File: src/rtl/track_conversion_tagger_assert.svh
// Assertion macros used by the top-level RTL of the conversion tagger.
`ifndef TRACK_CONVERSION_TAGGER_ASSERT_SVH
`define TRACK_CONVERSION_TAGGER_ASSERT_SVH

// Same-cycle implication, disabled while reset is high.
`define TCT_ASSERT_IMPLY(lbl, clk, rst, ante, cons, msg) \
  lbl: assert property (@(posedge clk) disable iff (rst) (ante) |-> (cons)) \
    else $error(msg);

// Next-cycle implication, disabled while reset is high.
`define TCT_ASSERT_NEXT(lbl, clk, rst, ante, cons, msg) \
  lbl: assert property (@(posedge clk) disable iff (rst) (ante) |=> (cons)) \
    else $error(msg);

`endif

File: src/rtl/tct_pkg.sv
`timescale 1ns / 1ps

package tct_pkg;

  localparam int CNT_W      = 8;
  localparam int PT_W       = 24;
  localparam int D0_W       = 19;
  localparam int MAG_W      = 19;
  localparam int SUM_W      = CNT_W + 1;
  localparam int FRAC_W     = 16;
  localparam int RATIO_W    = 25;
  localparam int ROOT_W     = 25;
  localparam int COEF_W     = 24;
  localparam int PROD_W     = 42;
  localparam int RAD_W      = PROD_W + FRAC_W;
  localparam int SUB_W      = 60;
  localparam int SLOPE_W    = COEF_W + ROOT_W;
  localparam int CMP_W      = SLOPE_W + 1;
  localparam int OFS_SHIFT  = 8;
  localparam int RAD_DIV    = 300;
  localparam int CFG_IDX_W  = 3;
  localparam int CFG_DATA_W = 24;

  // Pipeline depth: the front end, then a step for each root bit, then the cut.
  localparam int PIPE_DEPTH = 2 + ROOT_W + 2;

  typedef enum logic [CFG_IDX_W-1:0] {
    CFG_VERSION     = 3'd0,
    CFG_RATIO_EN    = 3'd1,
    CFG_SLOPE_NO    = 3'd2,
    CFG_OFFSET_NO   = 3'd3,
    CFG_SLOPE_WITH  = 3'd4,
    CFG_OFFSET_WITH = 3'd5
  } cfg_idx_t;

  localparam logic              RST_VERSION     = 1'b1;
  localparam logic              RST_RATIO_EN    = 1'b1;
  localparam logic [COEF_W-1:0] RST_SLOPE_NO    = 24'd5033;
  localparam logic [COEF_W-1:0] RST_OFFSET_NO   = 24'd2894070;
  localparam logic [COEF_W-1:0] RST_SLOPE_WITH  = 24'd5033;
  localparam logic [COEF_W-1:0] RST_OFFSET_WITH = 24'd3397386;

  typedef struct packed {
    logic [COEF_W-1:0] slope_no;
    logic [COEF_W-1:0] offset_no;
    logic [COEF_W-1:0] slope_with;
    logic [COEF_W-1:0] offset_with;
  } cut_cfg_t;

  typedef struct packed {
    logic               test;
    logic               ratio_zero;
    logic [SUM_W-1:0]   num;
    logic [SUM_W-1:0]   den;
    logic [SUM_W-1:0]   div_rem;
    logic [RATIO_W-1:0] quo;
    logic [RAD_W-1:0]   sq_rem;
    logic [ROOT_W-1:0]  root;
  } work_t;

endpackage

File: src/rtl/tct_step.sv
`timescale 1ns / 1ps

// One quotient bit of the ratio divider and one bit of the radius root per cycle.
module tct_step #(
  parameter int BIT = 0
) (
  input  logic           clk,
  input  logic           rst,
  input  logic           in_vld,
  input  tct_pkg::work_t in_item,
  output logic           out_vld,
  output tct_pkg::work_t out_item
);
  import tct_pkg::*;

  logic [RATIO_W-1:0] dividend;
  logic [SUM_W:0]     shifted;
  logic [SUB_W-1:0]   root300;
  logic [SUB_W-1:0]   sub;
  logic [SUB_W-1:0]   rem_ext;
  work_t              item_next;

  always_comb begin
    item_next = in_item;
    dividend  = {in_item.num, {FRAC_W{1'b0}}};
    shifted   = {in_item.div_rem, dividend[BIT]};
    if (shifted >= {1'b0, in_item.den}) begin
      item_next.div_rem  = SUM_W'(shifted - {1'b0, in_item.den});
      item_next.quo[BIT] = 1'b1;
    end else begin
      item_next.div_rem = SUM_W'(shifted);
    end

    // Remainder holds y - 300*r^2; setting bit k takes 300*(r*2^(k+1) + 2^(2k)) off it.
    root300 = (SUB_W'(in_item.root) << 8) + (SUB_W'(in_item.root) << 5)
            + (SUB_W'(in_item.root) << 3) + (SUB_W'(in_item.root) << 2);
    sub     = (root300 << (BIT + 1)) + (SUB_W'(RAD_DIV) << (2 * BIT));
    rem_ext = SUB_W'(in_item.sq_rem);
    if (rem_ext >= sub) begin
      item_next.sq_rem    = RAD_W'(rem_ext - sub);
      item_next.root[BIT] = 1'b1;
    end
  end

  always_ff @(posedge clk) begin
    if (rst) begin
      out_vld <= 1'b0;
    end else begin
      out_vld <= in_vld;
    end
  end

  always_ff @(posedge clk) begin
    out_item <= item_next;
  end

endmodule

File: config.mk
export PLATFORM = sky130hd
export DESIGN_NAME = tct_step
export DESIGN_NICKNAME = d
export VERILOG_FILES = /design/src/rtl/track_conversion_tagger_assert.svh /design/src/rtl/tct_pkg.sv /design/src/rtl/tct_step.sv
export SDC_FILE = /design/constraint.sdc
export NUM_CORES = 1
export LEC_CHECK = 0
export BUFFER_PORTS_ARGS = -buffer_cell sky130_fd_sc_hd__buf_2
export CAP_MARGIN = 20
export CELL_PAD_IN_SITES_DETAIL_PLACEMENT = 1
export CELL_PAD_IN_SITES_GLOBAL_PLACEMENT = 2
export CORE_MARGIN = 5
export CORE_UTILIZATION = 31
export DETAILED_ROUTE_END_ITERATION = 7
export GPL_TIMING_DRIVEN = 0
export PLACE_DENSITY_LB_ADDON = 0.1
export SETUP_SLACK_MARGIN = 0.15
export SLEW_MARGIN = 25
export SYNTH_ARGS = -nofsm -noshare
export SYNTH_HDL_FRONTEND = slang
export SYNTH_SLANG_ARGS = --single-unit
File: constraint.sdc
create_clock -name clk -period 7.85 [get_ports clk]
set_clock_uncertainty 0.15 [all_clocks]
set_input_delay 0.785 -clock clk [delete_from_list [all_inputs] [get_ports clk]]
set_output_delay 0.785 -clock clk [all_outputs]
set_load 0.1 [all_outputs]
==> After elaboration in Yosys (flattened, before gate mapping) <==
Index checks and enable logic that the tools add are counted.
{ "word_totals": {"ff_bits": 138, "elab_cells": 22} }
{ "classes": {"addsub": 6, "order_cmp": 2, "mux": 2} }
{ "ops": {"columns": ["cell", "count"], "rows": [
  ["$ge A58 B38 Y1", 1],
  ["$mux W58", 1],
  ["$sub A58 B38 Y58", 1],
  ["$add A37 B9 Y38 const B", 1],
  ["$add A35 B27 Y36", 1],
  ["$add A34 B28 Y35", 1],
  ["$add A33 B30 Y34", 1],
  ["$ge A10 B9 Y1", 1],
  ["$mux W9", 1],
  ["$sub A9 B9 Y9", 1]
]} }

==> Longest topological paths before layout <==
{ "logic_depth": {"word_depth": 6, "ltp_mapped": 28, "depth_no_buf": 25} }

==> Worst setup path before layout <==
OpenSTA, ideal clock, no wires.
{ "synth_timing": {"path_kind": "input-to-reg", "startpoint": "in in_item[16] (netlist bit)", "endpoint": "reg out_item[69] (netlist bit)", "arrival_ns": 6.715, "t_required_ns": 7.582, "slack_ns": 0.867, "path_stages": 25, "cell_sequence": "inv_1 -> fa_1 -> fa_1 -> inv_1 -> ha_1 -> and2_1 -> a221o_1 -> a2111o_1 -> o21ai_0 -> o21ai_0 -> xor2_1 -> nand3_1 -> nor3_1 -> xnor2_1 -> ha_1 -> clkbuf_1 -> nand4_1 -> or3_1 -> nor4_1 -> nand4_1 -> nand4_2 -> o21ai_2 -> a311oi_2 -> nand3_1 -> xnor2_1"} }
{ "synth_lines": {"columns": ["item", "line_no", "text"], "rows": [
  ["start: declaration", "tct_step.sv:10", "input tct_pkg::work_t in_item,"],
  ["end signal: assignment", "tct_step.sv:54", "out_item <= item_next;"],
  ["end: declaration", "tct_step.sv:12", "output tct_pkg::work_t out_item"]
]} }

==> results by group <==
Status
  – Status: finished clean

Route
  – Initial DRC count: 271
  – Routed WL per cell: 17.5 um
  – Routed via count: 8755
  – Vias/cell: 4.85
  – # DRC: 0
  – DRT Pass-1 Iters: 4
  – Final wirelength: 31600 um
  – Antenna-violating nets left: 0

Floorplan
  – Die W: 186 um
  – Row count: 64
  – Die ar.: 34600 um^2
  – Floorplan Core Area: 30600 um^2
  – Initial Util: 0.314
  – Die Ht: 186 um
  – Top-level I/O count: 278

Worst setup path
  – CP max stage delay: 570 ps
  – Top delay family on crit path: simple AND/OR/NAND/NOR gates
  – Slowest cell on crit path: fa_1
  – Startpoint types: input pin
  – CP Data Arrival Time: 7550 ps
  – Worst path required time: 8020 ps
  – CP max FO: 8
  – WP buf/inv: 6
  – Critical path type: input pin to register
  – Critical path capture point type: register

Synthesis
  – Post-Syn Area per Cell: 8.79 um^2
  – Post-Syn Instances: 1094
  – Syn Std Cell Area: 9620 um^2
  – Register area share after synthesis: 0.287
  – Synth cell count leaders: dfxtp_1 (138), a21oi_1 (97), inv_1 (94)
  – Cell taking the most area after synthesis: dfxtp_1
  – Ys flop type: dfxtp_1
  – Post-synth ARST share: 0
  – Synth top area cells: dfxtp_1 (29%), ha_1 (11%), fa_1 (9.4%), xnor2_1 (5.2%), a21oi_1 (5.0%)
  – Seq cells post-synth: 138
  – Syn. warnings: 0
  – Yosys cell types: 73
  – Top-count cell post-synth: dfxtp_1
  – Post-synth EDFFs: 0
  – Share of the synthesized area in the top cell type: 0.287
  – Syn Nets: 1362

Final layout
  – Layout cell share with drive strength beyond 1: 0.281
  – FILL cells: 3699
  – Nets: 1666
  – Post-Layout Cell Count: 1807
  – Syn-to-layout area delta: 29.4%
  – Antenna Cells: 0

Placed design
  – Placed Cells: 1767
  – Detailed Place HPWL: 26500 um
  – Port bufs: 277
  – GPL Wtd Cong: 0.813

Clock network
  – Hold buffer count at cts: 0
  – CTS tree: yes
  – CTS Sinks: 138
  – Num CTS Buffers: 17
  – Root Driver: clkbuf_16
  – Clock-pin slew on the worst setup and hold paths: 60 ps
  – H-tree depth: 4
  – Clock tree buffer depth: 2

Timing
  – Relative slew margins: 0.551
  – Setup TNS: 0 ps
  – Worst slew pin tran: 669 ps
  – Final min period: 7380 ps
  – Fin crit share: 0.941
  – Slew Viols, Final: 0
  – Final setup violation count: 0
  – Unrepaired setup endpoints after global routing: false
  – Peak Freq: 135 MHz
  – Hold Fails Final Rpt: 0

Worst hold path
  – Min-Delay Path Class: input pin to register

Job
  – Maxcap violations: 0

Power
  – P_leak: 5.83 nW
  – Peak VDD IR: 0.206 mV
  – Power density over the cells: 454 nW/um^2

Global route
  – Gr ovfl total: 0
  – Vias in the first global route: 9195
  – Initial antenna violation count: 1
  – Largest net degree at the start of global routing: 17
  – Total Routing Usage GR: 0.180
  – First-pass GRT wire length: 49100 um
[cell type report]
class / count / area (um^2) / share of cell area
inverters: 94 / 357 / 0.0287
repair buffers: 285 / 1450 / 0.116
flip-flops and latches: 138 / 2760 / 0.222
clock buffers: 18 / 439 / 0.0353
clock inverters: 14 / 254 / 0.0204
well taps: 396 / 495 / 0.0398
plain buffers: 36 / 176 / 0.0142
multi-input cells: 826 / 6510 / 0.523
[cells by family after synthesis]
group | share of synthesized area
buffers and inverters | 0.0537
other | 0.000390
xor gates and xnor gates | 0.0956
adders and majority gates | 0.202
AOI/OAI and AO/OA | 0.186
muxes | 0.0101
and+or+nand+nor | 0.165
DFF | 0.287
[flip-flops by register name, summed over array words and instances (netlist names)]
| register | count |
|---|---|
| out_item | 137 |
| out_vld | 1 |
[routing by layer]
| metal | GRT usage | up-vias | part of all wire |
|---|---|---|---|
| li1 | - | 4425 | - |
| met1 | 0.235 | 4123 | 0.46 |
| met2 | 0.311 | 191 | 0.48 |
| met3 | 0.0387 | 14 | 0.053 |
| met4 | 0.0341 | 2 | 0.0078 |
| met5 | 0 | - | 0.00063 |
[worst paths after layout]
check / to / cells after the start / from / slack (ps)
max: out_item[73] / 28 / in_item[0] / 470
min: out_item[85] / 1 / in_item[85] / 300
[stage by stage]
step                hold WS (ps)  setup slack (ps)  utilization  instance area (um^2)  total power [mW]
floorplan                    663               867            -                  9620              3.79
detailed placement           739             -1010        0.376                 11500              4.62
CTS                          269               154        0.401                 12300              5.63
global placement             738              -978        0.376                 11500              4.59
finish                       298               467        0.407                 12400              5.65
global route                 259               101        0.407                 12400              6.09
[report_power, final]
part	switching, mW	total (mW)	internal [mW]
Clock	0.344	0.958	0.613
Sequential	0.0261	0.874	0.847
Combinational	2.63	3.82	1.19
Total	3.00	5.65	2.65
[layout by cell type, fill, tap and decap left out, types with 21 or more instances in the layout]
cell type    n
buf_2      280
dfxtp_1    138
a21oi_1     92
nand3_1     21
fa_1        45
nor3_1      26
inv_1       93
ha_1        83
o21ai_0     40
nand2_1     71
a21o_1      31
xor2_1      48
nor2_1      92
xnor2_1     56
[repair_timing]
action	in CTS	in global routing
endpoints found under the hold margin	0	0
pin swaps	3	4
resized for setup	13	37
buffers inserted	3	5
setup endpoints to repair	55	55
(Power assumes the default switching activity.)
