<file path="src/rtl/track_conversion_tagger_assert.svh">
// Assertion macros used by the top-level RTL of the conversion tagger.
`ifndef TRACK_CONVERSION_TAGGER_ASSERT_SVH
`define TRACK_CONVERSION_TAGGER_ASSERT_SVH

// Same-cycle implication, disabled while reset is high.
`define TCT_ASSERT_IMPLY(lbl, clk, rst, ante, cons, msg) \
  lbl: assert property (@(posedge clk) disable iff (rst) (ante) |-> (cons)) \
    else $error(msg);

// Next-cycle implication, disabled while reset is high.
`define TCT_ASSERT_NEXT(lbl, clk, rst, ante, cons, msg) \
  lbl: assert property (@(posedge clk) disable iff (rst) (ante) |=> (cons)) \
    else $error(msg);

`endif

</file>
<file path="src/rtl/tct_pkg.sv">
`timescale 1ns / 1ps

package tct_pkg;

  localparam int CNT_W      = 8;
  localparam int PT_W       = 24;
  localparam int D0_W       = 19;
  localparam int MAG_W      = 19;
  localparam int SUM_W      = CNT_W + 1;
  localparam int FRAC_W     = 16;
  localparam int RATIO_W    = 25;
  localparam int ROOT_W     = 25;
  localparam int COEF_W     = 24;
  localparam int PROD_W     = 42;
  localparam int RAD_W      = PROD_W + FRAC_W;
  localparam int SUB_W      = 60;
  localparam int SLOPE_W    = COEF_W + ROOT_W;
  localparam int CMP_W      = SLOPE_W + 1;
  localparam int OFS_SHIFT  = 8;
  localparam int RAD_DIV    = 300;
  localparam int CFG_IDX_W  = 3;
  localparam int CFG_DATA_W = 24;

  // Pipeline depth: the front end, then a step for each root bit, then the cut.
  localparam int PIPE_DEPTH = 2 + ROOT_W + 2;

  typedef enum logic [CFG_IDX_W-1:0] {
    CFG_VERSION     = 3'd0,
    CFG_RATIO_EN    = 3'd1,
    CFG_SLOPE_NO    = 3'd2,
    CFG_OFFSET_NO   = 3'd3,
    CFG_SLOPE_WITH  = 3'd4,
    CFG_OFFSET_WITH = 3'd5
  } cfg_idx_t;

  localparam logic              RST_VERSION     = 1'b1;
  localparam logic              RST_RATIO_EN    = 1'b1;
  localparam logic [COEF_W-1:0] RST_SLOPE_NO    = 24'd5033;
  localparam logic [COEF_W-1:0] RST_OFFSET_NO   = 24'd2894070;
  localparam logic [COEF_W-1:0] RST_SLOPE_WITH  = 24'd5033;
  localparam logic [COEF_W-1:0] RST_OFFSET_WITH = 24'd3397386;

  typedef struct packed {
    logic [COEF_W-1:0] slope_no;
    logic [COEF_W-1:0] offset_no;
    logic [COEF_W-1:0] slope_with;
    logic [COEF_W-1:0] offset_with;
  } cut_cfg_t;

  typedef struct packed {
    logic               test;
    logic               ratio_zero;
    logic [SUM_W-1:0]   num;
    logic [SUM_W-1:0]   den;
    logic [SUM_W-1:0]   div_rem;
    logic [RATIO_W-1:0] quo;
    logic [RAD_W-1:0]   sq_rem;
    logic [ROOT_W-1:0]  root;
  } work_t;

endpackage

</file>
<file path="src/rtl/tct_cut.sv">
`timescale 1ns / 1ps

module tct_cut (
  input  logic                        clk,
  input  logic                        rst,
  input  logic                        in_vld,
  input  tct_pkg::work_t              in_item,
  input  tct_pkg::cut_cfg_t           cut_cfg,
  output logic                        done,
  output logic                        is_conversion,
  output logic [tct_pkg::RATIO_W-1:0] ht_ratio,
  output logic [tct_pkg::ROOT_W-1:0]  conv_radius
);
  import tct_pkg::*;

  logic [COEF_W-1:0]  slope;
  logic [COEF_W-1:0]  offset;
  logic               sa_vld;
  logic [RATIO_W-1:0] sa_ratio;
  logic [ROOT_W-1:0]  sa_root;
  logic [COEF_W-1:0]  sa_offset;
  logic [SLOPE_W-1:0] sa_slope_term;
  logic [CMP_W-1:0]   lhs;
  logic [CMP_W-1:0]   rhs;

  assign slope  = in_item.test ? cut_cfg.slope_no  : cut_cfg.slope_with;
  assign offset = in_item.test ? cut_cfg.offset_no : cut_cfg.offset_with;

  always_ff @(posedge clk) begin
    if (rst) begin
      sa_vld <= 1'b0;
      done   <= 1'b0;
    end else begin
      sa_vld <= in_vld;
      done   <= sa_vld;
    end
  end

  always_ff @(posedge clk) begin
    sa_ratio      <= in_item.ratio_zero ? '0 : in_item.quo;
    sa_root       <= in_item.root;
    sa_offset     <= offset;
    sa_slope_term <= SLOPE_W'(slope) * SLOPE_W'(in_item.root);
  end

  // ratio > b - a*r is compared as ratio*2^16 + a*r > b*2^8, which never goes negative.
  assign lhs = (CMP_W'(sa_ratio) << FRAC_W) + CMP_W'(sa_slope_term);
  assign rhs = CMP_W'(sa_offset) << OFS_SHIFT;

  always_ff @(posedge clk) begin
    is_conversion <= lhs > rhs;
    ht_ratio      <= sa_ratio;
    conv_radius   <= sa_root;
  end

endmodule

</file>
<file path="config.mk">
export PLATFORM = sky130hd
export DESIGN_NAME = tct_cut
export DESIGN_NICKNAME = d
export VERILOG_FILES = /design/src/rtl/track_conversion_tagger_assert.svh /design/src/rtl/tct_pkg.sv /design/src/rtl/tct_cut.sv
export SDC_FILE = /design/constraint.sdc
export NUM_CORES = 2
export LEC_CHECK = 0
export ABC_AREA = 0
export BUFFER_PORTS_ARGS = -buffer_cell sky130_fd_sc_hd__buf_2
export CORE_MARGIN = 2
export CORE_UTILIZATION = 55
export DETAILED_ROUTE_END_ITERATION = 6
export PLACE_DENSITY = 0.86
export SYNTH_ARGS = -nofsm -noshare
export SYNTH_HDL_FRONTEND = slang
export SYNTH_SLANG_ARGS = --single-unit
</file>
<file path="constraint.sdc">
create_clock -name clk -period 12.9 [get_ports clk]
set_input_delay 1.29 -clock clk [delete_from_list [all_inputs] [get_ports clk]]
set_output_delay 1.29 -clock clk [all_outputs]
set_load 0.005 [all_outputs]
</file>
# Yosys cells after proc, flatten, opt, wreduce, memory -nomap -nowiden
# Cells that the tools add are included.
totals:
  ff_bits: 176
  in_bits: 236
classes:
  add_sub_neg: 1
  mul: 1
  magnitude_cmp: 1
  muxes: 2
op_table:
  columns: ["op", "count"]
  rows:
  - ["$add 41x49->50", 1]
  - ["$gt 50x32->1", 1]
  - ["$mul 24x25->49", 1]
  - ["$mux 24", 2]

# Longest topological paths before layout
logic_depth:
  word_depth: 2
  mapped_depth: 28
  mapped_depth_nobuf: 25

# Least setup slack after synthesis
# OpenSTA, ideal clock, no wires.
synth_timing:
  kind: "input port to flip-flop"
  startpoint: "in in_item[136] (netlist bit)"
  endpoint: "reg sa_slope_term[43]"
  setup_ns: 0.123
  t_arrival_ns: 8.092
  t_required_ns: 12.777
  slack_ns: 4.685
  stages: 28
  cell_sequence: "clkbuf_1 buf_1 mux2_2 clkbuf_1 nand2_1 fa_1 inv_1 fa_1 inv_1 fa_1 inv_1 fa_1 inv_1 fa_1 inv_1 fa_1 inv_1 fa_1 inv_1 ha_1 a21oi_1 o31ai_1 a31o_2 o31ai_1 o41ai_2 a31oi_1 o21ai_1 xor2_1"
synth_via:
  elab_chain_len: 2
synth_rtl:
  columns: ["item", "line", "text"]
  rows:
  - ["start: declaration", "tct_cut.sv:7", "input tct_pkg::work_t in_item,"]
  - ["$mux 24", "tct_cut.sv:26", "assign slope = in_item.test ? cut_cfg.slope_no : cut_cfg.slope_with;"]
  - ["$mul 24x25->49", "tct_cut.sv:43", "sa_slope_term <= SLOPE_W'(slope) * SLOPE_W'(in_item.root);"]
  - ["end signal: assignment", "tct_cut.sv:43", null]
  - ["end: declaration", "tct_cut.sv:22", "logic [SLOPE_W-1:0] sa_slope_term;"]
# No other way between the ends.
# A chain may end at the register's enable or synchronous reset.

# Final worst setup path
layout_timing:
  startpoint: "in in_item[136] (netlist bit)"
  endpoint: "reg sa_slope_term[34]"
# Same word-level chain as after synthesis.

==> flow_summary.json <==
{
  "grt_start_max_net_pins": 49,
  "drive_gt1_share_pct": 9.92,
  "grt_pass1_vias": 21769,
  "synth_edf_count": 0,
  "synth_warnings": 0,
  "synth.distinct_cells": 72,
  "start_kind": "input port",
  "synth.avg_cell_area_um2": 9.16,
  "grt-ovfl-total": 0,
  "hpwlAfterDp_um": 49900,
  "synthFlopType": "dfxtp_1",
  "vias_per_cell": 5.65,
  "hold_viol_final": 0,
  "synth_common_cells": "inv_1 (612), fa_1 (505), nand2_1 (354), and2_1 (237), ha_1 (224)",
  "hp-class": "reg2reg",
  "synthesis.nets": 3859,
  "clk_pin_slew_worst_paths_ns": 0.06,
  "h-tree-depth": 4,
  "fp.dieArea_um2": 49900,
  "worst_pin_slew_ns": 0.800,
  "clk_latency_ns": 0.46,
  "clock_sinks": 176,
  "crit_type": "in2reg",
  "post_drt_wl_per_cell_um": 18.7,
  "gp_congestion": 0.897,
  "synth-simple-area-share_pct": 16.5,
  "maxCapViolCount": 0,
  "rows": 80,
  "drt_wl_total_um": 67700,
  "rsz0062_at_grt": "no",
  "num_vias": 20453,
  "final_area_um2": 28400,
  "finalCriticalPeriod_ns": 9.10,
  "final_max_slew_viol_count": 0,
  "cts_buffers": 17,
  "layout.nets": 3957,
  "synth_top_area_share_pct": 38.2,
  "yosys-top-cells-area": "fa_1 (38%), dfxtp_1 (13%), ha_1 (11%)",
  "die_y_um": 223,
  "port-buffer-count": 202,
  "synth_fa_ha_area_share_pct": 48.7,
  "synth.area.mux_share_pct": 2.30,
  "async_flop_share_pct": 0,
  "synth_most_common_cell": "inv_1",
  "period_share_pct": 70.6,
  "finalSetupViolations": 0,
  "grt_pass1_wl_um": 110000,
  "fin_setup_tns_ns": 0,
  "cp.arrival_ns": 9.37,
  "synth_compound_gate_area_share_pct": 7.02,
  "drtAntennaViolNets": 0,
  "worstPathRequired_ns": 13.17,
  "synth_area_leader_cell": "fa_1",
  "core_region_area_um2": 47600,
  "ys_ff_latch": 176,
  "cts_tree": "built",
  "status": "finished, final reports clean",
  "synth.cell_area_um2": 26500,
  "ios": 288,
  "die_w_um": 223,
  "antenna_found_initial": 2,
  "syn_to_final_growth_pct": 7.23,
  "ys_seq_area_share_pct": 13.3,
  "clock.fmax_mhz": 110,
  "grt_use_total_pct": 28.3,
  "drc": 0,
  "cts_setup_buffers": 0,
  "synth_xor_area_share_pct": 1.69,
  "clockRootBuffer": "clkbuf_16",
  "synth_top_family_by_area": "adder cells",
  "finClkSkew_ns": 0.00796,
  "drtPass1Iterations": 7,
  "cts_hold_buf": 0,
  "post_cts_resized": 0,
  "worst_setup_path_end_kind": "flip-flop",
  "drt_iter0_markers": 1405,
  "cts_buffer_depth": 2,
  "worstPathMaxFanout": 48,
  "synthCells": 2894,
  "relSlewSlack_pct": 46.7,
  "place_area_um2": 27800,
  "start_util_pct": 55.6
}
## sequential cells by signal, summed over array words and instances, names as in the netlist
name,cells
ht_ratio,25
sa_offset,24
done,1
conv_radius,25
sa_root,25
is_conversion,1
sa_ratio,25
sa_slope_term,49
sa_vld,1
## logic make-up after synthesis
group / count (synthesis)
fa+ha+maj: 729
simple gates: 865
flops: 176
buf+inv: 740
compound gates: 278
mux: 55
xor+xnor: 51
## cell usage in the layout (no fill, tap or decap), types with 19 or more instances in the layout
cell and count:
nand2_1 354, a21oi_1 86, fa_1 505, and2_1 237
ha_1 224, nand3_1 30, buf_2 202, nand4_1 19
a21o_1 33, xnor2_1 34, dfxtp_1 176, nor3_1 20
o21ai_0 38, mux2_2 46, nor2_1 53, inv_1 612
nor2b_1 108
## per-layer routing
layer / global-route usage (%) / vias up / part of all wire, %
met4: 15.5 / 2 / 5.7
met5: 0 / - / 0.019
met3: 5.76 / 302 / 8.9
li1: - / 9004 / -
met2: 48.5 / 1045 / 49
met1: 33.3 / 10100 / 36
## final timing paths
check	slack (ns)	endpoint	from	cells after the start
worst max-delay path	3.80	sa_slope_term[34]	in_item[136]	24
worst min-delay path	0.33	conv_radius[18]	sa_root[18]	0
worst max register to register	8.34	is_conversion	sa_ratio[0]	15
worst min register to register	0.33	conv_radius[18]	sa_root[18]	0
## final cells by class
type / instances / area, um2
Multi-Input combinational cell: 1978 / 20200
Fill cell: 3946 / 19200
Sequential cell: 176 / 3520
Inverter: 612 / 2300
Timing Repair Buffer: 207 / 1050
Tap cell: 615 / 769
Clock buffer: 21 / 450
Clock inverter: 11 / 120
Antenna cell: 1 / 2.50
## through the flow
| step | cells | worst slack, ns | util [%] | hold WS (ns) |
|---|---|---|---|---|
| after floorplan | 2894 | 4.69 | - | 0.310 |
| after detailed placement | 3588 | 3.46 | 58.4 | 0.312 |
| after global routing | 3620 | 3.52 | 59.6 | 0.327 |
| after CTS | 3620 | 3.94 | 59.6 | 0.327 |
| final | 3621 | 3.80 | 59.6 | 0.326 |
| after global placement | 3588 | 3.64 | 58.4 | 0.310 |
## worst max-delay path, cell delays in order
cell	delay, ns
buf_2	0.08
buf_4	0.55
mux2_2	0.74
nand2_1	0.17
fa_1	0.56
inv_1	0.05
fa_1	0.51
inv_1	0.08
fa_1	0.53
fa_1	0.59
inv_1	0.08
fa_1	0.46
fa_1	0.51
inv_1	0.05
fa_1	0.62
inv_1	0.07
ha_1	0.37
a211oi_1	0.37
o21ai_1	0.13
a41oi_1	0.29
o21ai_0	0.21
o2111a_1	0.32
nor3_4	0.36
o311ai_0	0.29
Power is not shown: default switching activity piles up to over one toggle a cycle in this logic, so the estimate is an artifact.
