**src/rtl/track_conversion_tagger_assert.svh**
```systemverilog
// Assertion macros used by the top-level RTL of the conversion tagger.
`ifndef TRACK_CONVERSION_TAGGER_ASSERT_SVH
`define TRACK_CONVERSION_TAGGER_ASSERT_SVH

// Same-cycle implication, disabled while reset is high.
`define TCT_ASSERT_IMPLY(lbl, clk, rst, ante, cons, msg) \
  lbl: assert property (@(posedge clk) disable iff (rst) (ante) |-> (cons)) \
    else $error(msg);

// Next-cycle implication, disabled while reset is high.
`define TCT_ASSERT_NEXT(lbl, clk, rst, ante, cons, msg) \
  lbl: assert property (@(posedge clk) disable iff (rst) (ante) |=> (cons)) \
    else $error(msg);

`endif

```
**src/rtl/tct_pkg.sv**
```systemverilog
`timescale 1ns / 1ps

package tct_pkg;

  localparam int CNT_W      = 8;
  localparam int PT_W       = 24;
  localparam int D0_W       = 19;
  localparam int MAG_W      = 19;
  localparam int SUM_W      = CNT_W + 1;
  localparam int FRAC_W     = 16;
  localparam int RATIO_W    = 25;
  localparam int ROOT_W     = 25;
  localparam int COEF_W     = 24;
  localparam int PROD_W     = 42;
  localparam int RAD_W      = PROD_W + FRAC_W;
  localparam int SUB_W      = 60;
  localparam int SLOPE_W    = COEF_W + ROOT_W;
  localparam int CMP_W      = SLOPE_W + 1;
  localparam int OFS_SHIFT  = 8;
  localparam int RAD_DIV    = 300;
  localparam int CFG_IDX_W  = 3;
  localparam int CFG_DATA_W = 24;

  // Pipeline depth: the front end, then a step for each root bit, then the cut.
  localparam int PIPE_DEPTH = 2 + ROOT_W + 2;

  typedef enum logic [CFG_IDX_W-1:0] {
    CFG_VERSION     = 3'd0,
    CFG_RATIO_EN    = 3'd1,
    CFG_SLOPE_NO    = 3'd2,
    CFG_OFFSET_NO   = 3'd3,
    CFG_SLOPE_WITH  = 3'd4,
    CFG_OFFSET_WITH = 3'd5
  } cfg_idx_t;

  localparam logic              RST_VERSION     = 1'b1;
  localparam logic              RST_RATIO_EN    = 1'b1;
  localparam logic [COEF_W-1:0] RST_SLOPE_NO    = 24'd5033;
  localparam logic [COEF_W-1:0] RST_OFFSET_NO   = 24'd2894070;
  localparam logic [COEF_W-1:0] RST_SLOPE_WITH  = 24'd5033;
  localparam logic [COEF_W-1:0] RST_OFFSET_WITH = 24'd3397386;

  typedef struct packed {
    logic [COEF_W-1:0] slope_no;
    logic [COEF_W-1:0] offset_no;
    logic [COEF_W-1:0] slope_with;
    logic [COEF_W-1:0] offset_with;
  } cut_cfg_t;

  typedef struct packed {
    logic               test;
    logic               ratio_zero;
    logic [SUM_W-1:0]   num;
    logic [SUM_W-1:0]   den;
    logic [SUM_W-1:0]   div_rem;
    logic [RATIO_W-1:0] quo;
    logic [RAD_W-1:0]   sq_rem;
    logic [ROOT_W-1:0]  root;
  } work_t;

endpackage

```
**src/rtl/tct_front.sv**
```systemverilog
`timescale 1ns / 1ps

module tct_front (
  input  logic                      clk,
  input  logic                      rst,
  input  logic                      in_vld,
  input  logic [tct_pkg::CNT_W-1:0] inner_layer_hits,
  input  logic                      inner_hit_expected,
  input  logic [tct_pkg::CNT_W-1:0] high_thr_hits,
  input  logic [tct_pkg::CNT_W-1:0] high_thr_outliers,
  input  logic [tct_pkg::CNT_W-1:0] xenon_hits,
  input  logic [tct_pkg::CNT_W-1:0] straw_hits,
  input  logic [tct_pkg::CNT_W-1:0] straw_outliers,
  input  logic [tct_pkg::PT_W-1:0]  pt_mev,
  input  logic signed [tct_pkg::D0_W-1:0] d0_um,
  input  logic                      version_select,
  input  logic                      ratio_enable,
  output logic                      out_vld,
  output tct_pkg::work_t            out_item
);
  import tct_pkg::*;

  logic             s1_vld;
  logic             s1_test;
  logic             s1_zero;
  logic [SUM_W-1:0] s1_num;
  logic [SUM_W-1:0] s1_den;
  logic [MAG_W-1:0] s1_mag;
  logic [PT_W-1:0]  s1_pt;

  logic [SUM_W-1:0]  num;
  logic [SUM_W-1:0]  den;
  logic [MAG_W-1:0]  mag;
  logic              test;
  logic [PROD_W-1:0] prod;

  always_comb begin
    num  = {1'b0, high_thr_hits} + {1'b0, high_thr_outliers};
    den  = (xenon_hits != '0) ? {1'b0, xenon_hits}
                              : {1'b0, straw_hits} + {1'b0, straw_outliers};
    // The most negative d0 maps to 2^18, which still fits the unsigned magnitude.
    mag  = d0_um[D0_W-1] ? (~d0_um + 1'b1) : d0_um;
    test = (inner_layer_hits == '0) && (version_select || inner_hit_expected);
  end

  always_ff @(posedge clk) begin
    if (rst) begin
      s1_vld <= 1'b0;
    end else begin
      s1_vld <= in_vld;
    end
  end

  always_ff @(posedge clk) begin
    s1_test <= test;
    s1_zero <= !ratio_enable || (den == '0);
    s1_num  <= num;
    s1_den  <= den;
    s1_mag  <= mag;
    s1_pt   <= pt_mev;
  end

  assign prod = PROD_W'(s1_mag) * PROD_W'(s1_pt);

  always_ff @(posedge clk) begin
    if (rst) begin
      out_vld <= 1'b0;
    end else begin
      out_vld <= s1_vld;
    end
  end

  always_ff @(posedge clk) begin
    out_item.test       <= s1_test;
    out_item.ratio_zero <= s1_zero;
    out_item.num        <= s1_num;
    out_item.den        <= s1_den;
    out_item.div_rem    <= '0;
    out_item.quo        <= '0;
    out_item.sq_rem     <= {prod, {FRAC_W{1'b0}}};
    out_item.root       <= '0;
  end

endmodule

```
**config.mk**
```make
export PLATFORM = sky130hd
export DESIGN_NAME = tct_front
export DESIGN_NICKNAME = d
export VERILOG_FILES = /design/src/rtl/track_conversion_tagger_assert.svh /design/src/rtl/tct_pkg.sv /design/src/rtl/tct_front.sv
export SDC_FILE = /design/constraint.sdc
export NUM_CORES = 1
export LEC_CHECK = 0
export ABC_AREA = 1
export BUFFER_PORTS_ARGS = -buffer_cell sky130_fd_sc_hd__buf_2
export CAP_MARGIN = 30
export CELL_PAD_IN_SITES_DETAIL_PLACEMENT = 1
export CELL_PAD_IN_SITES_GLOBAL_PLACEMENT = 1
export CORE_MARGIN = 10
export CORE_UTILIZATION = 49
export DETAILED_ROUTE_END_ITERATION = 8
export PLACE_DENSITY_LB_ADDON = 0.12
export SYNTH_ARGS = -nofsm -noshare
export SYNTH_HDL_FRONTEND = slang
export SYNTH_SLANG_ARGS = --single-unit
```
**constraint.sdc**
```tcl
create_clock -name clk -period 11 [get_ports clk]
set_input_delay 1.1 -clock clk [delete_from_list [all_inputs] [get_ports clk]]
set_output_delay 1.1 -clock clk [all_outputs]
set_load 0.01 [all_outputs]
```
Yosys cells after proc, flatten, opt, wreduce, memory -nomap -nowiden
Cells that the tools add are included.

storage, ports and cells
  memories = 0
  bits of input ports = 97
  memory bits (read-only) = 0
  bits in registers = 127
  bits in writable memories = 0
  latch bits = 0
  logic and storage cells = 28

cells by class
  multiplexer cells = 2
  reductions and logical operators = 7
  multipliers = 1
  shift operators = 0
  equality and inequality tests = 0
  $lt $le $gt $ge = 0
  add/sub/neg operators = 3
  div/mod/pow operators = 0
  bitwise operators = 1

operators by type and width
  kind                                                             number
  19-bit by 24-bit multiplier with 42-bit output                   1
  19-bit by 1-bit adder with 19-bit output, second input constant  1
  19-bit NOT                                                       1
  8-bit by 8-bit adder with 9-bit output                           2
  18-bit two-way mux                                               1
  9-bit logical NOT                                                1
  9-bit two-way mux                                                1
  8-bit logical NOT                                                1
  8-bit nonzero test                                               1
  1-bit logical OR                                                 2
  1-bit logical AND                                                1
  1-bit logical NOT                                                1

Logic depth before layout (Yosys ltp)
Gate-level depths: netlist (run 1).

  depth after elaboration = 4
  mapped depth = 26
  gate-level depth less buffers = 25

Least setup slack after synthesis (run 1)
Ideal clock, no wire load.

  kind = reg-to-reg
  start point = reg s1_pt[12]
  end point = reg out_item[74] (netlist bit)
  library setup time = 0.112 ns
  slack = 5.629 ns
  required time = 10.888 ns
  cell stages (with the launch flop) = 25
  period minus slack after synthesis = 5.371 ns
  arrival = 5.258 ns
  path through = dfxtp_1 clkbuf_1 clkbuf_1 nand2_1 fa_1 inv_1 fa_1 inv_1 fa_1 inv_1 fa_1 fa_1 inv_1 fa_1 inv_1 ha_1 nand2_1 nor2_1 nand2_1 nor2_1 nand2_1 nand3_2 nand2_1 nand3_1 nand2_1

between the ends
  cells in the longest elaborated chain, start to end = 1

RTL lines
  item                                            RTL line         text
  from (decl)                                     tct_front.sv:29  logic [PT_W-1:0] s1_pt;
  from (signal assigned)                          tct_front.sv:60  s1_pt <= pt_mev;
  19-bit by 24-bit multiplier with 42-bit output  tct_front.sv:63  assign prod = PROD_W'(s1_mag) * PROD_W'(s1_pt);
  named net prod[33]                              tct_front.sv:35  logic [PROD_W-1:0] prod;
  to (decl)                                       tct_front.sv:19  output tct_pkg::work_t out_item

The timed path passes the listed nets, and every way through them passes these cells.
A chain may end at the register's enable or synchronous reset.

Final worst setup path (run 1)
  start point = reg s1_pt[7]
  end point = reg out_item[79] (netlist bit)

Same word-level chain as after synthesis.

==> flow_summary.ini, run 1 <==
[cells_and_area]
layout.nets = 3313
drive_gt1_share_pct = 8.66
fillers = 5067
area_growth_pct = 9.09
stdcell_count = 3238
antennaDiodeCount = 0

[sta]
rsz0062_at_grt = no
fmax_mhz = 157
fin_skew_ns = 0.0196
finalSetupTns_ns = 0
hold_viol = 0
slew_headroom_pct = 29.3
setup_viol = 0
drv_slew = 0
period_minus_slack_ns = 6.36
fin_crit_sh_pct = 57.8
tightestPinTransition_ns = 1.06

[global_routing]
grt_pass1_vias = 18700
antenna_found_initial = 0
grt_max_degree = 25
grt_overflow = 0
grt_first_pass_wirelength_mm = 99.0
grt_use_total_pct = 25.5

[clock_tree]
cts_tree = yes
cts_hold_buf = 0
cts_buffer_depth = 2
insertion_delay_ns = 0.48
clkTransAtPathRegs_ns = 0.06
root_buffer = clkbuf_16
cts_resized = 0
cts_num_sinks = 127
cts_made_buffers = 17
htreeDepth = 4
cts_setup_buffers = 0

[floorplanning]
rows = 73
fp.coreArea_um2 = 40100
die_x_um = 222
die_y_um = 222
ios = 235
dieArea_um2 = 49300
start_util_pct = 49.9

[job]
maxCapViolCount = 0

[yosys]
ys_async_sr_fraction_pct = 0
yosysMostFrequentCell = inv_1
synthTopCellsByCount = inv_1 (779), nand2_1 (650), fa_1 (374), ha_1 (141), dfxtp_1 (127)
ys_types = 36
netlist_top_cells_area = fa_1 (37%), inv_1 (15%), dfxtp_1 (13%), nand2_1 (12%), ha_1 (8.8%)
synth-main-ff-cell = dfxtp_1
synth_edf_count = 0
ys_warn_count = 0
synth_top_area_share_pct = 37.4
yosysTopAreaCell = fa_1
synth_area_per_cell_um2 = 7.75
yosysSeqAreaShare_pct = 12.7
synth_area_um2 = 20000
ys_ff_latch = 127
synthCells = 2584

[place]
place_congestion = 0.903
hpwl_mm = 50.3
dp_cells = 3202
port-buffer-count = 159

[worst_hold_path]
hp-class = flop to flop

[routing]
wl_met2_mm = 33.2
first_iter_violations = 671
avgViaCountPerCell = 4.95
drc = 0
firstDrtPassIters = 5
wirelength_met1_mm = 23.3
vias = 16000
wl_per_cell_um = 18.7
ant_nets = 0
wl_mm = 60.6
top_layer = met4
wl_met3_mm = 2.26

[critical_path]
critPathArrivalTime_ns = 6.73
crit_type = flop to flop
cp.required_ns = 11.37
cp_max_fo = 19
startpoint_type = flop
cp-end-kind = flop

[status]
status = finished clean
==> final timing paths <==
check	end	depth (start not counted)	start	slack [ns]
worst max-delay path	out_item[79]$_DFF_P_	22	s1_pt[7]$_DFF_P_	4.64
worst min-delay path	out_item[127]$_DFF_P_	0	s1_num[1]$_DFF_P_	0.33
worst max register to register	out_item[79]$_DFF_P_	22	s1_pt[7]$_DFF_P_	4.64
worst min register to register	out_item[127]$_DFF_P_	0	s1_num[1]$_DFF_P_	0.33
==> registers in the layout (all words and copies together), names as in the netlist <==
register  count
s1_num        9
out_vld       1
s1_test       1
out_item     62
s1_mag       19
s1_vld        1
s1_pt        24
s1_den        9
s1_zero       1
==> stage by stage <==
step | setup WS (ns) | hold slack [ns] | instance area [um2] | util [%]
5_1_grt | 4.43 | 0.330 | 21800 | 54.5
4_1_cts | 4.56 | 0.329 | 21700 | 54.2
2_1_floorplan | 5.63 | 0.310 | 20300 | -
3_3_place_gp | 4.58 | 0.311 | 20900 | 52.2
6_report | 4.64 | 0.326 | 21800 | 54.5
3_5_place_dp | 4.63 | 0.314 | 21100 | 52.7
==> worst max-delay path, cell delays in order, from the launching register on <==
cell and delay, ns:
dfxtp_1 0.99, nand2_1 0.18, fa_1 0.59, inv_1 0.06, fa_1 0.49, inv_1 0.05
fa_1 0.54, inv_1 0.05, fa_1 0.48, fa_1 0.51, inv_1 0.06, fa_1 0.60
inv_1 0.07, ha_1 0.36, nand2_1 0.13, nor2_1 0.24, nand2_1 0.09, inv_1 0.12
nand4_1 0.12, nand3b_1 0.19, nand2_1 0.15, nand3_1 0.10, nand2_1 0.06
==> logic make-up after synthesis <==
kind of cell	count (synthesis)	share of synthesized area, %
compound gates	116	3.28
fa+ha+maj	515	46.2
other cells	1	0.0187
simple gates	835	16.6
flops	127	12.7
buf+inv	941	19.1
xor+xnor	49	2.14
==> metal layers <==
metal	GRT usage (%)	up-vias
met5	0	-
met3	3.48	92
met1	28.6	8246
met2	47.7	328
met4	9.12	0
li1	-	7361
==> cell usage in the layout (no fill, tap or decap), types with 6 or more instances in the layout <==
cell type,count
dfxtp_1,127
nand3b_1,6
buf_16,6
xor2_1,38
nand2_2,7
clkbuf_16,17
nand4_1,10
buf_4,11
fa_1,374
nand2_1,650
inv_1,779
conb_1,75
a21oi_1,59
buf_8,10
nor3_1,8
nand3_1,47
xnor2_1,11
ha_1,141
nor2_1,94
o21bai_1,8
buf_2,159
o21ai_0,27
==> final cells by class <==
cell class | instances | area, um2 | area share (%)
tap | 525 | 657 | 3.01
multi-input combinational | 1590 | 13900 | 63.8
clock buffer | 18 | 429 | 1.97
clock inverter | 13 | 155 | 0.711
inverter | 779 | 2920 | 13.4
sequential | 127 | 2540 | 11.6
timing repair buffer | 186 | 1190 | 5.47
Power of run 1 is not shown: default switching activity piles up to over one toggle a cycle in this logic, so the estimate is an artifact.
==> run 2: changes to the inputs <==
Settings changed: CORE_UTILIZATION 49 to 41.
Clock period 11 ns to 5.3 ns, I/O delays scaled along.
==> flow_summary.ini, run 2 (same netlist as run 1, synthesis figures left out) <==
[clock_tree]
insertion_delay_ns = 0.50
cts_buffer_depth = 2
cts_num_sinks = 127
clkTransAtPathRegs_ns = 0.08
htreeDepth = 4
cts_hold_buf = 0
cts_made_buffers = 17
cts_tree = yes
root_buffer = clkbuf_16

[cells_and_area]
top_register = out_item
area_growth_pct = 27.5
largest_reg_flops = 62
fillers = 5832
top_regs = out_item x62, s1_pt x24, s1_mag x19
mostFrequentLayoutCells = inv_1 (740), nand2_1 (596), fa_1 (350)
antennaDiodeCount = 0
final_common_cell = inv_1
multiInputGateArea_um2 = 15200
layout.area.seq_um2 = 2610
drive_gt1_share_pct = 25.4
layout.nets = 3547

[routing]
wl_per_cell_um = 18.8
drc = 0
ant_nets = 0
avgViaCountPerCell = 4.72
vias = 16800
first_iter_violations = 583
wl_mm = 66.9
firstDrtPassIters = 4

[global_routing]
grt_first_pass_wirelength_mm = 103
grt_overflow = 0
grt_use_total_pct = 23.2
grt_pass1_vias = 19500
grt_max_degree = 18
antenna_found_initial = 0

[floorplanning]
die_y_um = 241
ios = 235
die_x_um = 241
dieArea_um2 = 58100
fp.coreArea_um2 = 48000
rows = 80
start_util_pct = 41.7

[sta]
whs_ns = 0.125
slew_headroom_pct = 59.2
drv_slew = 0
hold_viol = 0
fin_crit_sh_pct = 103
period_minus_slack_ns = 5.47
postLayoutSetupSlackWorst_ns = -0.173
fin_skew_ns = 0.0200
tightestPinTransition_ns = 0.612
setup_viol = 21
rsz0062_at_grt = yes
fmax_mhz = 183

[critical_path]
cp-end-kind = flop
startpoint_type = flop
cp.required_ns = 5.74
r2r-start = s1_mag[6]$_DFF_P_
crit_start = s1_mag[6]$_DFF_P_
critPathArrivalTime_ns = 5.91
cp_max_fo = 5
crit_type = flop to flop

[job]
maxCapViolCount = 0

[place]
port-buffer-count = 159
place_congestion = 0.917
hpwl_mm = 54.5

[status]
violations = setup timing
status = finished with violations

[worst_hold_path]
hp-class = primary input to flop
hp-start = pt_mev[6]
-- run 2: cell count changes in the layout (fill, tap and decap cells not counted), moves of 38 or more --
cell     previous run  this run
buf_12              0        38
inv_2               0        39
buf_4              11       194
nand2_1           650       596
inv_1             779       740
nor2_1             94        49
-- run 2: per-layer routing --
layer  up-vias  track usage (%)  wire length [um]
li1       7840                -                 -
met1      8617             25.4             25500
met2       261             44.1             37100
met3       114             3.25              1950
met4         0             9.03              2370
met5         -                0                 0
-- run 2: final cells by class --
cell class                      instances  share of cell area [%]
Clock inverter                         14                   0.765
Clock buffer                           18                    1.68
Tap cell                              615                    3.01
Timing Repair Buffer                  420                    13.4
Multi-Input combinational cell       1590                    59.5
Sequential cell                       127                    10.2
Inverter                              779                    11.5
-- run 2: worst paths after layout --
kind / slack, ns / end / cells after the start
setup / recovery: -0.17 / out_item[81]$_DFF_P_ / 24
hold / removal: 0.13 / s1_pt[6]$_DFF_P_ / 1
setup reg to reg: -0.17 / out_item[81]$_DFF_P_ / 24
hold reg to reg: 0.33 / out_item[127]$_DFF_P_ / 0
-- run 2: per-stage QoR --
| step | setup TNS [ns] | cells | worst slack [ns] | instance area (um2) | utilization [%] |
|---|---|---|---|---|---|
| finish | -1.57 | 3563 | -0.173 | 25500 | 53.1 |
| global placement | -6.16 | 3495 | -0.312 | 23100 | 48.0 |
| CTS | -0.720 | 3539 | -0.0919 | 24500 | 51.0 |
| global route | -6.05 | 3563 | -0.341 | 25500 | 53.1 |
| detailed placement | -8.97 | 3495 | -0.384 | 23100 | 48.0 |
| floorplan | -0.00192 | 2658 | -0.00192 | 20300 | - |
-- run 2: what timing repair did --
action,CTS,global route
setup buffers,12,19
pin swaps,20,75
gates cloned,0,6
resized for setup,193,216
setup endpoints to repair,30,31
-- run 2: critical path: stages, from the launching register on --
cell     delay, ns
dfxtp_4       0.39
buf_12        0.14
buf_4         0.11
buf_4         0.11
nand2_1       0.06
fa_1          0.58
fa_2          0.46
fa_1          0.54
inv_2         0.06
fa_2          0.47
fa_1          0.50
inv_1         0.06
fa_1          0.48
inv_1         0.06
ha_4          0.32
nand2_2       0.12
nor2_4        0.14
nand2_2       0.07
inv_2         0.07
nand4_1       0.21
nand3_4       0.21
nand2_4       0.08
nand2_2       0.07
nand2_1       0.05
nand2_1       0.06
Power of run 2 is left out for the same reason.
